<file path="config.mk">
export PLATFORM = sky130hd
export DESIGN_NAME = header_length_xor_deframer
export DESIGN_NICKNAME = d
export VERILOG_FILES = /design/src/rtl/hlxd_pkg.sv /design/src/rtl/hlxd_front.sv /design/src/rtl/hlxd_queue.sv /design/src/rtl/hlxd_back.sv /design/src/rtl/header_length_xor_deframer.sv
export SDC_FILE = /design/constraint.sdc
export NUM_CORES = 1
export LEC_CHECK = 0
export BUFFER_PORTS_ARGS = -buffer_cell sky130_fd_sc_hd__buf_2
export CORE_ASPECT_RATIO = 1.4
export CORE_MARGIN = 3
export CORE_UTILIZATION = 35
export CTS_CLUSTER_DIAMETER = 30
export DETAILED_ROUTE_END_ITERATION = 8
export HOLD_SLACK_MARGIN = 0.12
export SYNTH_ARGS = -nofsm -noshare
export SYNTH_HDL_FRONTEND = slang
export SYNTH_SLANG_ARGS = --single-unit
</file>
<file path="constraint.sdc">
create_clock -name aclk -period 4.9 [get_ports aclk]
set_clock_uncertainty 0.2 [all_clocks]
set_input_delay 0.98 -clock aclk [delete_from_list [all_inputs] [get_ports aclk]]
set_output_delay 0.98 -clock aclk [all_outputs]
set_load 0.01 [all_outputs]
</file>
<file path="src/rtl/hlxd_pkg.sv">
// Shared types and constants for the length-prefixed XOR-checked deframer.
package hlxd_pkg;

    localparam logic [15:0] SYNC_WORD    = 16'hAA55;
    localparam logic [7:0]  SYNC_LOW     = SYNC_WORD[7:0];
    localparam logic [7:0]  SYNC_HIGH    = SYNC_WORD[15:8];
    localparam logic [15:0] ABS_MIN_LEN  = 16'd5;
    localparam logic [15:0] HEADER_BYTES = 16'd4;
    localparam logic [15:0] MIN_LEN_RESET = 16'd5;

    // Queue entry kinds.
    localparam logic [1:0] KIND_SHORT  = 2'd0;
    localparam logic [1:0] KIND_HEADER = 2'd1;
    localparam logic [1:0] KIND_BODY   = 2'd2;

    // Frame status codes on the last byte.
    localparam logic [1:0] ST_OK      = 2'd0;
    localparam logic [1:0] ST_BAD_SUM = 2'd1;
    localparam logic [1:0] ST_SHORT   = 2'd2;

    localparam int QUEUE_DEPTH = 8;
    localparam int QUEUE_AW    = $clog2(QUEUE_DEPTH);

    typedef struct packed {
        logic [1:0] kind;
        logic [7:0] data;    // body byte, or length low byte for a header
        logic [7:0] aux;     // length high byte for a header
        logic       last;
        logic [1:0] status;
    } entry_t;

endpackage

</file>
<file path="src/rtl/hlxd_front.sv">
// Front end: sync hunt, length decode and checksum, producing queue entries.
module hlxd_front
    import hlxd_pkg::*;
(
    input  logic        aclk,
    input  logic        aresetn,
    input  logic        cfg_we,
    input  logic [15:0] cfg_wdata,
    input  logic        in_accept,
    input  logic [7:0]  in_byte,
    output logic        push,
    output entry_t      push_entry
);

    localparam logic [1:0] PH_HUNT   = 2'd0;
    localparam logic [1:0] PH_LEN_LO = 2'd1;
    localparam logic [1:0] PH_LEN_HI = 2'd2;
    localparam logic [1:0] PH_BODY   = 2'd3;

    logic [1:0]  phase_reg, phase_next;
    logic        prev_sync_reg, prev_sync_next;
    logic [7:0]  len_lo_reg, len_lo_next;
    logic [15:0] frame_len_reg, frame_len_next;
    logic [15:0] seen_reg, seen_next;
    logic [7:0]  xor_reg, xor_next;
    logic [15:0] min_len_reg;
    logic [15:0] new_len;
    logic        body_last;

    assign new_len   = {in_byte, len_lo_reg};
    assign body_last = ({1'b0, seen_reg} + 17'd1) >= {1'b0, frame_len_reg};

    always_comb begin
        phase_next     = phase_reg;
        prev_sync_next = prev_sync_reg;
        len_lo_next    = len_lo_reg;
        frame_len_next = frame_len_reg;
        seen_next      = seen_reg;
        xor_next       = xor_reg;
        push           = 1'b0;
        push_entry     = '0;
        if (in_accept) begin
            case (phase_reg)
                PH_LEN_LO: begin
                    len_lo_next = in_byte;
                    phase_next  = PH_LEN_HI;
                end
                PH_LEN_HI: begin
                    frame_len_next = new_len;
                    push           = 1'b1;
                    if (new_len < min_len_reg || new_len < ABS_MIN_LEN) begin
                        push_entry.kind   = KIND_SHORT;
                        push_entry.last   = 1'b1;
                        push_entry.status = ST_SHORT;
                        phase_next        = PH_HUNT;
                        prev_sync_next    = 1'b0;
                        seen_next         = '0;
                        xor_next          = '0;
                    end else begin
                        push_entry.kind = KIND_HEADER;
                        push_entry.data = len_lo_reg;
                        push_entry.aux  = in_byte;
                        xor_next        = SYNC_LOW ^ SYNC_HIGH ^ len_lo_reg ^ in_byte;
                        seen_next       = HEADER_BYTES;
                        phase_next      = PH_BODY;
                    end
                end
                PH_BODY: begin
                    push            = 1'b1;
                    push_entry.kind = KIND_BODY;
                    push_entry.data = in_byte;
                    if (body_last) begin
                        push_entry.last   = 1'b1;
                        push_entry.status = (in_byte == xor_reg) ? ST_OK : ST_BAD_SUM;
                        phase_next        = PH_HUNT;
                        prev_sync_next    = 1'b0;
                        seen_next         = '0;
                        xor_next          = '0;
                    end else begin
                        xor_next  = xor_reg ^ in_byte;
                        seen_next = seen_reg + 16'd1;
                    end
                end
                default: begin
                    if (prev_sync_reg && in_byte == SYNC_HIGH) begin
                        prev_sync_next = 1'b0;
                        phase_next     = PH_LEN_LO;
                    end else begin
                        phase_next     = PH_HUNT;
                        prev_sync_next = (in_byte == SYNC_LOW);
                    end
                end
            endcase
        end
    end

    always_ff @(posedge aclk) begin
        if (!aresetn) begin
            phase_reg     <= PH_HUNT;
            prev_sync_reg <= 1'b0;
            len_lo_reg    <= '0;
            frame_len_reg <= '0;
            seen_reg      <= '0;
            xor_reg       <= '0;
            min_len_reg   <= MIN_LEN_RESET;
        end else begin
            phase_reg     <= phase_next;
            prev_sync_reg <= prev_sync_next;
            len_lo_reg    <= len_lo_next;
            frame_len_reg <= frame_len_next;
            seen_reg      <= seen_next;
            xor_reg       <= xor_next;
            if (cfg_we) begin
                min_len_reg <= cfg_wdata;
            end
        end
    end

endmodule

</file>
<file path="src/rtl/hlxd_queue.sv">
// Small first-in first-out queue of entries between the front and back ends.
module hlxd_queue
    import hlxd_pkg::*;
(
    input  logic   aclk,
    input  logic   aresetn,
    input  logic   push,
    input  entry_t push_entry,
    output logic   full,
    input  logic   pop,
    output logic   empty,
    output entry_t head
);

    entry_t                store [QUEUE_DEPTH];
    logic [QUEUE_AW-1:0]   wr_ptr_reg;
    logic [QUEUE_AW-1:0]   rd_ptr_reg;
    logic [QUEUE_AW:0]     count_reg;

    assign full  = (count_reg == (QUEUE_AW+1)'(QUEUE_DEPTH));
    assign empty = (count_reg == '0);
    assign head  = store[rd_ptr_reg];

    always_ff @(posedge aclk) begin
        if (push) begin
            store[wr_ptr_reg] <= push_entry;
        end
    end

    always_ff @(posedge aclk) begin
        if (!aresetn) begin
            wr_ptr_reg <= '0;
            rd_ptr_reg <= '0;
            count_reg  <= '0;
        end else begin
            if (push) begin
                wr_ptr_reg <= wr_ptr_reg + 1'b1;
            end
            if (pop) begin
                rd_ptr_reg <= rd_ptr_reg + 1'b1;
            end
            if (push && !pop) begin
                count_reg <= count_reg + 1'b1;
            end else if (pop && !push) begin
                count_reg <= count_reg - 1'b1;
            end
        end
    end

endmodule

</file>
<file path="src/rtl/hlxd_back.sv">
// Back end: expands queue entries into output transactions behind an output register.
module hlxd_back
    import hlxd_pkg::*;
(
    input  logic       aclk,
    input  logic       aresetn,
    input  logic       empty,
    input  entry_t     head,
    output logic       pop,
    output logic       m_tvalid,
    input  logic       m_tready,
    output logic [7:0] m_tdata,
    output logic       m_tlast,
    output logic [1:0] m_tuser
);

    logic       valid_reg;
    logic [7:0] data_reg;
    logic       last_reg;
    logic [1:0] user_reg;
    logic [1:0] beat_reg;
    logic       load;
    logic [7:0] data_sel;
    logic       last_sel;
    logic [1:0] user_sel;

    assign load = !empty && (!valid_reg || m_tready);
    // A header entry stays at the head until its fourth byte is loaded.
    assign pop  = load && (head.kind != KIND_HEADER || beat_reg == 2'd3);

    always_comb begin
        data_sel = head.data;
        last_sel = head.last;
        user_sel = head.status;
        case (head.kind)
            KIND_SHORT: begin
                data_sel = '0;
            end
            KIND_HEADER: begin
                last_sel = 1'b0;
                user_sel = ST_OK;
                case (beat_reg)
                    2'd0:    data_sel = SYNC_LOW;
                    2'd1:    data_sel = SYNC_HIGH;
                    2'd2:    data_sel = head.data;
                    default: data_sel = head.aux;
                endcase
            end
            default: begin
                data_sel = head.data;
            end
        endcase
    end

    always_ff @(posedge aclk) begin
        if (!aresetn) begin
            valid_reg <= 1'b0;
            beat_reg  <= '0;
        end else begin
            if (load) begin
                valid_reg <= 1'b1;
            end else if (m_tready) begin
                valid_reg <= 1'b0;
            end
            if (load && head.kind == KIND_HEADER) begin
                beat_reg <= beat_reg + 2'd1;
            end
        end
    end

    always_ff @(posedge aclk) begin
        if (load) begin
            data_reg <= data_sel;
            last_reg <= last_sel;
            user_reg <= user_sel;
        end
    end

    assign m_tvalid = valid_reg;
    assign m_tdata  = data_reg;
    assign m_tlast  = last_reg;
    assign m_tuser  = user_reg;

endmodule

</file>
<file path="src/rtl/header_length_xor_deframer.sv">
// Top level of the sync-word, length-prefixed, XOR-checked frame deframer.
// A byte that yields a result is registered in the queue, then in the output register.
// Throughput: one byte per cycle unless the queue is full; good lengths emit four header bytes.
// The eight-entry queue between front and back end absorbs those header bursts, so the
// input never waits while the receiver keeps m_tready high.
// Reset: aresetn is synchronous, active low; it restarts the hunt, empties the queue
// and sets min_frame_length to 5.
module header_length_xor_deframer
    import hlxd_pkg::*;
(
    input  logic        aclk,
    input  logic        aresetn,
    input  logic        cfg_we,
    input  logic [15:0] cfg_wdata,    // min_frame_length
    input  logic        s_tvalid,
    output logic        s_tready,
    input  logic [7:0]  s_tdata,      // [7:0] rx_byte
    output logic        m_tvalid,
    input  logic        m_tready,
    output logic [7:0]  m_tdata,      // [7:0] frame_byte
    output logic        m_tlast,      // frame_last
    output logic [1:0]  m_tuser       // [1:0] frame_status
);

    logic   push;
    entry_t push_entry;
    logic   full;
    logic   pop;
    logic   empty;
    entry_t head;
    logic   in_accept;

    assign s_tready  = !full;
    assign in_accept = s_tvalid && !full;

    hlxd_front u_front (
        .aclk       (aclk),
        .aresetn    (aresetn),
        .cfg_we     (cfg_we),
        .cfg_wdata  (cfg_wdata),
        .in_accept  (in_accept),
        .in_byte    (s_tdata),
        .push       (push),
        .push_entry (push_entry)
    );

    hlxd_queue u_queue (
        .aclk       (aclk),
        .aresetn    (aresetn),
        .push       (push),
        .push_entry (push_entry),
        .full       (full),
        .pop        (pop),
        .empty      (empty),
        .head       (head)
    );

    hlxd_back u_back (
        .aclk     (aclk),
        .aresetn  (aresetn),
        .empty    (empty),
        .head     (head),
        .pop      (pop),
        .m_tvalid (m_tvalid),
        .m_tready (m_tready),
        .m_tdata  (m_tdata),
        .m_tlast  (m_tlast),
        .m_tuser  (m_tuser)
    );

endmodule

</file>
# ---- Word level (Yosys, flattened, before mapping)
# Memory sizes are Yosys's and may differ from the RTL's. A register that Yosys moved wholly into a read port is not among the register bits.
# Cells that the tools add are included.
dict set report totals {
  reg_bits 91
  n_memories 1
  inputBits 29
  ramBits 168
  wordCells 106
}
dict set report classes {
  reduce_logical 27
  order_cmp 3
  n_bitwise 4
  addsub 7
  muxes 35
  eq_ne 14
}
# memory depth word_bits read_ports rd_clocked_by_memory_dff write_ports line_no
set memory_table {}
lappend memory_table {u_queue.store 8 21 1 1 1 hlxd_queue.sv:15} ;# entry_t store [QUEUE_DEPTH];
# op count
set op_table {}
lappend op_table {{$mux W16} 2}
lappend op_table {{$pmux W16 S2} 1}
lappend op_table {{$pmux W8 S2} 2}
lappend op_table {{$mux W8} 3}
lappend op_table {{$pmux W8 S3} 1}
lappend op_table {{$mux W21} 1}
lappend op_table {{$pmux W10 S2} 1}
lappend op_table {{$add A16 B1 Y17 const B} 1}
lappend op_table {{$ge A17 B16 Y1} 1}
lappend op_table {{$add A16 B1 Y16 const B} 1}
lappend op_table {{$lt A16 B16 Y1} 1}
lappend op_table {{$lt A16 B3 Y1 const B} 1}
lappend op_table {{$xor A8 B8 Y8} 2}
lappend op_table {{$mux W3} 5}
lappend op_table {{$mux W1} 12}
lappend op_table {{$eq A2 B2 Y1 const B} 4}
lappend op_table {{$eq A8 B7 Y1 const B} 1}
lappend op_table {{$eq A8 B8 Y1} 1}
lappend op_table {{$eq A8 B8 Y1 const B} 1}
lappend op_table {{$mux W4} 2}
lappend op_table {{$not A8 Y8} 1}
lappend op_table {{$reduce_and A2 Y1} 4}
lappend op_table {{$logic_and A1 B1 Y1} 7}
lappend op_table {{$add A3 B1 Y3 const B} 2}
lappend op_table {{other kinds (18)} 32}

# ---- Depth between registers and ports, before layout
# Gate-level depths: netlist of run 1.
dict set report depth {
  ltp_word 8
  ltp_mapped 14
  mapped_depth_nobuf 13
}

# ---- Modules after synthesis
# A second synthesis of run 1 with hierarchy kept.
dict set report hier_totals {
  cells_unflattened 899
  hier_area_um2 11997.8
}
# module area_each_um2 instances cells_each seq_area_each_um2
set modules_own_cells {}
lappend modules_own_cells {hlxd_queue 7100.6 1 312 5305.1}
lappend modules_own_cells {hlxd_front 4072.7 1 510 1341.3}
lappend modules_own_cells {hlxd_back 814.5 1 75 390.4}
lappend modules_own_cells {header_length_xor_deframer 10.0 1 2 0.0}

# ---- Worst setup path after synthesis of run 1
# No wires, ideal clock.
dict set report synth_timing {
  path_kind {input-to-reg}
  start {input port s_tvalid}
  end {memory u_queue.store[2][0] (netlist name) (enable)}
  setup_ns 0.460
  slack_ns 0.424
  arrival_ns 3.816
  path_buffers 2
  path_stages 5
  cell_sequence {and2_4 > nand2_2 > buf_4 > buf_2 > nor4b_1}
}
dict set report synth_via {
  elab_chain_cells 4
}
# item line_no
set synth_rtl {}
lappend synth_rtl {{start: declaration} header_length_xor_deframer.sv:15} ;# input logic s_tvalid,
lappend synth_rtl {{$logic_and A1 B1 Y1} header_length_xor_deframer.sv:34} ;# assign in_accept = s_tvalid && !full;
lappend synth_rtl {{$mux W1} hlxd_front.sv:42} ;# if (in_accept) begin
lappend synth_rtl {{$mux W1} hlxd_queue.sv:25} ;# if (push) begin
lappend synth_rtl {{$mux W1 (not written as such)} hlxd_queue.sv:26} ;# store[wr_ptr_reg] <= push_entry;
lappend synth_rtl {{end: declaration} hlxd_queue.sv:15}
# No other way between the ends.

==> results of run 1 <==
kinds of logic after synthesis:
logic type / share of synthesized area (%)
adders and majority gates: 4.45
AOI/OAI and AO/OA: 7.24
buffers and inverters: 4.20
and+or+nand+nor: 11.2
muxes: 11.7
DFF: 58.8
xor gates and xnor gates: 2.41
cells in the final DEF (no fill, tap or decap), types with 8 or more instances in the layout:
cell	netlist	layout
xnor2_1	15	15
inv_1	46	45
nor2_1	70	69
buf_4	4	22
mux2i_1	35	35
inv_6	0	11
nand2_1	111	111
dfxtp_1	83	81
a21oi_1	53	53
xor2_1	18	18
nand3_1	14	14
nor4_1	11	10
edfxtp_1	179	179
buf_2	12	41
a32o_1	12	12
mux2_2	9	9
clkinv_4	0	8
clkbuf_16	0	53
mux4_2	42	42
o21ai_0	21	21
ha_1	41	41
final timing paths:
kind / startpoint / end / slack [ns] / depth (start not counted)
max: flop / u_queue.count_reg[3] / 1.02 / 12
min: u_front.frame_len_reg[0] / u_front.frame_len_reg[0] / 0.25 / 2
max reg2reg: flop / u_queue.count_reg[3] / 1.02 / 12
min reg2reg: u_front.frame_len_reg[0] / u_front.frame_len_reg[0] / 0.25 / 2
layer usage:
layer	up-vias	part of all wire, %
met4	0	2.5
met5	-	0
met2	201	52
met1	3790	41
li1	3582	-
met3	52	4.6
worst max-delay path: cells and delay by family, from the launching register on:
kind | cells | cell delay, ns
AND/OR/NAND/NOR | 3 | 0.88
AO/OA/AOI/OAI | 3 | 0.50
multiplexers | 2 | 0.95
flip-flops | 1 | 0.64
adder cells (fa/ha/maj) | 2 | 0.47
XOR/XNOR | 1 | 0.09
buffers and inverters | 1 | 0.09
per-stage QoR:
| step | setup WS (ns) | cell area [um^2] |
|---|---|---|
| final | 1.02 | 14500 |
| after CTS | 0.949 | 14500 |
| after floorplan | 0.424 | 12000 |
| after detailed placement | 0.980 | 12600 |
| after global routing | 0.744 | 14500 |
| after global placement | 0.997 | 12600 |
Yosys cell counts, drive strengths merged (12+ instances only):
library cell	instances
mux4	42
nor4	12
xnor2	15
xor2	18
clkbuf	33
edfxtp	179
ha	41
buf	24
a32o	12
inv	48
o21ai	22
a21oi	53
dfxtp	83
nand2	114
nand3	16
nor2	70
mux2i	35
layout make-up:
cell class	count	area, um^2
inverters	48	180
well taps	445	557
flip-flops and latches	262	7040
repair buffers	64	390
clock inverters	43	498
multi-input cells	565	4470
fillers	3031	19000
clock buffers	55	1330
power by group through the flow:
stage	combinational, uW	sequential (uW)	clock (uW)
after floorplan	852	2650	0
after global placement	1120	2680	0
after detailed placement	1130	2690	0
after CTS	1130	2640	3670
after global routing	1240	2660	3780
final	1110	2640	3600
==> results.md, run 1 <==
* NetSw at 2030 uW
* Iter 0 DRT Violations at 510
* Cell taking the most area after synthesis: edfxtp_1
* PnR Total Power at 7350 uW
* Max Clock Freq at 258 MHz
* Area Growth Syn to Fin at 20.9%
* GR met3 Demand/Resource at 2.97%
* Slowest library cell on the worst path: dfxtp_2
* DRC at 0
* Asr flop ratio synth at 0%
* Clk sinks at 262
* Worst Tran Pin Value at 0.877 ns
* Fin. Hold Viols at 0
* GRT busiest layer: met2
* GR Layer Usage met1 at 18.6%
* Io pins at 42
* Setup Fix Bufs, Post-CTS at 0
* Gate Count Post-Synth at 932
* Min-delay worst type: reg2reg
* Die area at 36,500 um^2
* Clock-pin slew on the worst setup and hold paths at 0.05 ns
* Drt via density at 5.15
* P_leak at 0.00504 uW
* Cts hold-fix bufs at 0
* Slew Limit Headroom at 41.2%
* First-pass GRT wire length at 43.5 mm
* GR Util All Layers at 15.2%
* Std cell rows at 79
* Setup TNS Final at 0 ns
* Cts bufs inserted at 52
* Outcome: finished, final reports clean
* Gate power share at 15.1%
* Slowest stage delay, CP at 0.64 ns
* Power density over the cells at 508 nW/um^2
* CP required at 5.17 ns
* Fin crit share at 79.2%
* Critical path type: reg2reg
* Register share of total power at 35.9%
* # diodes at 0
* Total Nets Final at 1,064
* Initial antenna violation count at 0
* Syn Area/Cell at 12.8 um^2
* Post-synthesis cell type count at 74
* Final setup fails at 0
* Worst VDD drop at 301 uV
* Largest Register: u_queue.store
* Largest net degree at the start of global routing at 43
* Synth Flop Type: edfxtp_1
* Global route overflow at 0
* Via count at 7,625
* Non-Filler Instances at 1,482
* Post-synth top area share at 44.9%
* Clock share of power at 49.0%
* Deepest clock path buffer count at 3
* Root Buffer: clkbuf_16
* Core area at 33,500 um^2
* Fin Hold WS at 0.255 ns
* Net Sw Frac at 27.6%
* Vias in the first global route at 7,886
* RSZ-0062 raised after global routing: false
* H-tree levels at 2
* Worst Path Max Fanout at 14
* Port buffer count at 41
* Startpoint Class: flop
* Drt first pass iters at 5
* Mapped Nets at 1,003
* Arrival time worst endpoint at 4.15 ns
* Sequential area share after synthesis at 58.8%
* CTS tree: built
* Internal at 5320 uW
* Met2 usage at 26.6%
* Die Wd at 162 um
* FF+latch count, synth at 262
* Mapped Area at 12,000 um^2
* Post-layout util at 43.2%
* Nature of the critical path endpoint: flop
* Clk_lat worst skew at 0.56 ns
* Post-route minimum period at 3.88 ns
* MaxCap Viol Count at 0
* Max reg flops at 168
* Post_cts resized at 0
* Dpl cells at 1,384
* DP HPWL at 17.7 mm
* Post-synth EDFFs at 179
* Layout cells sized above 1 at 23.3%
* RD Place Congestion at 0.824
* Starting Density at 35.7%
* Final ANT Viol Nets at 0
* Yosys warns at 0
* Drt wl/cell at 18.3 um
* Top cells by area, synth: edfxtp_1 (45%), dfxtp_1 (14%), mux4_2 (7.9%)
* Worst-path cell chain: mux4_2 > mux2_2 > or3_1 > nand2_2 > ha_1 > inv_1 > ha_1 > a21o_1 > a21oi_1 > xnor2_1 > or3_1 > a21oi_1
* Die Span Y at 225 um
* Final slew viol count at 0
* Final wirelength at 27.1 mm
No activity file was read; power rests on OpenSTA's default activity.
==> run 2, diff against run 1 <==
clock period = 3.5 ns   (was 4.9 ns; I/O delays follow)
==> results.md, run 2 (synthesis results as in run 1) <==
* Largest Register: u_queue.store
* Max reg flops at 168 (unchanged)
* Area Growth Syn to Fin at 23.1%
* Die Span Y at 225 um (unchanged)
* Io pins at 42 (unchanged)
* Vias in the first global route at 8,056 (+2.2%)
* Worst Tran Pin Value at 0.721 ns (-0.156 ns)
* DRC at 0 (unchanged)
* Clock-pin slew on the worst setup and hold paths at 0.05 ns (about the same)
* Total Nets Final at 1,095 (+2.9%)
* Startpoint Class: flop
* Final setup fails at 0 (unchanged)
* Largest net degree at the start of global routing at 47 (+9.3%)
* GR Util All Layers at 15.4% (+0.19 points)
* Outcome: finished, final reports clean
* Worst Path Max Fanout at 13 (-1)
* H-tree levels at 2 (unchanged)
* Dpl cells at 1,417 (+2.4%)
* Std cell rows at 79 (unchanged)
* Via count at 7,713 (+1.2%)
* CP required at 3.80 ns (-1.37 ns)
* Non-Filler Instances at 1,508 (+1.8%)
* MaxCap Viol Count at 0 (unchanged)
* Final ANT Viol Nets at 0 (unchanged)
* Core area at 33,500 um^2 (unchanged)
* Commonest non-fill, non-tap cell in the layout: edfxtp_1
* Final wirelength at 27.8 mm (+2.4%)
* Drt via density at 5.11 (-0.59%)
* # diodes at 0 (unchanged)
* Port buffer count at 41 (unchanged)
* Power density over the cells at 694 nW/um^2 (+37%)
* Clk sinks at 262 (unchanged)
* Final slew viol count at 0 (unchanged)
* Most frequent cells in the layout: edfxtp_1 (179), nand2_1 (111), dfxtp_1 (80)
* Drt wl/cell at 18.4 um (+0.67%)
* PnR Total Power at 10,200 uW (+39%)
* Die Wd at 162 um (unchanged)
* First-pass GRT wire length at 43.9 mm (+0.97%)
* Die area at 36,500 um^2 (unchanged)
* Root Buffer: clkbuf_16
* Post-placement cell area at 12,900 um^2 (+2.0%)
* Arrival time worst endpoint at 3.65 ns (-0.50 ns)
* Min-delay worst type: in2reg
* Post-route minimum period at 3.35 ns (-0.526 ns)
* Global route overflow at 0 (unchanged)
* CTS tree: built
* Starting Density at 35.7% (unchanged)
* P_leak at 0.00507 uW (+0.59%)
* Setup TNS Final at 0 ns (unchanged)
* Drt first pass iters at 5 (unchanged)
* Post-route design area at 14,700 um^2 (+1.8%)
* Initial antenna violation count at 0 (unchanged)
* Fin. Hold Viols at 0 (unchanged)
* Clk_lat worst skew at 0.56 ns (about the same)
* Layout cells sized above 1 at 26.4% (+3.1 points)
* Critical path type: reg2reg
* DP HPWL at 17.4 mm (-1.3%)
* Worst VDD drop at 381 uV (+26%)
* Fin crit share at 95.8% (+17 points)
* Cts hold-fix bufs at 0 (unchanged)
* Cts bufs inserted at 48 (-7.7%)
* Iter 0 DRT Violations at 391 (-23%)
* Max Clock Freq at 298 MHz (+16%)
* Deepest clock path buffer count at 3 (unchanged)
* RD Place Congestion at 0.823 (about the same)
* Nature of the critical path endpoint: flop
* Slew Limit Headroom at 51.5% (+10 points)
[run 2: changes by cell type in the layout (fill, tap and decap cells not counted), sizes merged, moves of 2 or more]
cell | previous run | this run
buf | 64 | 98
bufinv | 5 | 8
clkinvlp | 6 | 4
inv | 65 | 55
[run 2: repair_timing]
| item | CTS | global route |
|---|---|---|
| setup buffers | 0 | 1 |
| endpoints found under the setup margin | 0 | 29 |
| gates resized for setup | 0 | 21 |
[run 2: layout make-up]
type | instances | area [um^2]
flip-flops and latches | 262 | 7040
fillers | 3043 | 18800
well taps | 445 | 557
inverters | 48 | 180
clock inverters | 33 | 478
multi-input cells | 566 | 4570
repair buffers | 98 | 637
clock buffers | 56 | 1260
[run 2: metal layers]
layer	global-route usage [%]	part of all wire, %
met1	18.1	40
met2	27.5	52
met3	2.78	4.5
met4	6.47	3.5
met5	0	0
[run 2: worst paths after layout]
path,startpoint,end,slack [ns],depth (start not counted)
worst max-delay path,u_front.seen_reg[0],u_front.xor_reg[6],0.15,14
worst min-delay path,cfg_wdata[0],u_front.min_len_reg[0],0.16,3
worst max register to register,u_front.seen_reg[0],u_front.xor_reg[6],0.15,14
worst min register to register,u_front.frame_len_reg[1],u_front.frame_len_reg[1],0.25,2
[run 2: power by group]
group	leakage, uW	switching, uW	internal, uW
clock	0.000836	1650	3220
combinational	0.00205	949	749
sequential	0.00218	115	3530
[run 2: stage by stage]
step	setup WS [ns]	hold slack [ns]	utilization [%]
after floorplan	-0.364	0.233	-
final	0.148	0.159	44.0
after CTS	0.0249	0.131	43.7
after global routing	-0.0191	0.153	44.0
after detailed placement	0.0436	0.247	38.5
after global placement	0.0879	0.245	38.5
[run 2: critical path, cell delays in order, from the launching register on]
cell	delay, ns
dfxtp_1	0.37
ha_1	0.19
and3_4	0.20
and3_4	0.22
nand3_2	0.14
xnor2_1	0.17
ha_1	0.30
a21o_1	0.16
a21o_1	0.18
a21oi_2	0.16
o21a_2	0.20
nand3_4	0.14
buf_4	0.26
o221ai_1	0.22
o311a_1	0.20
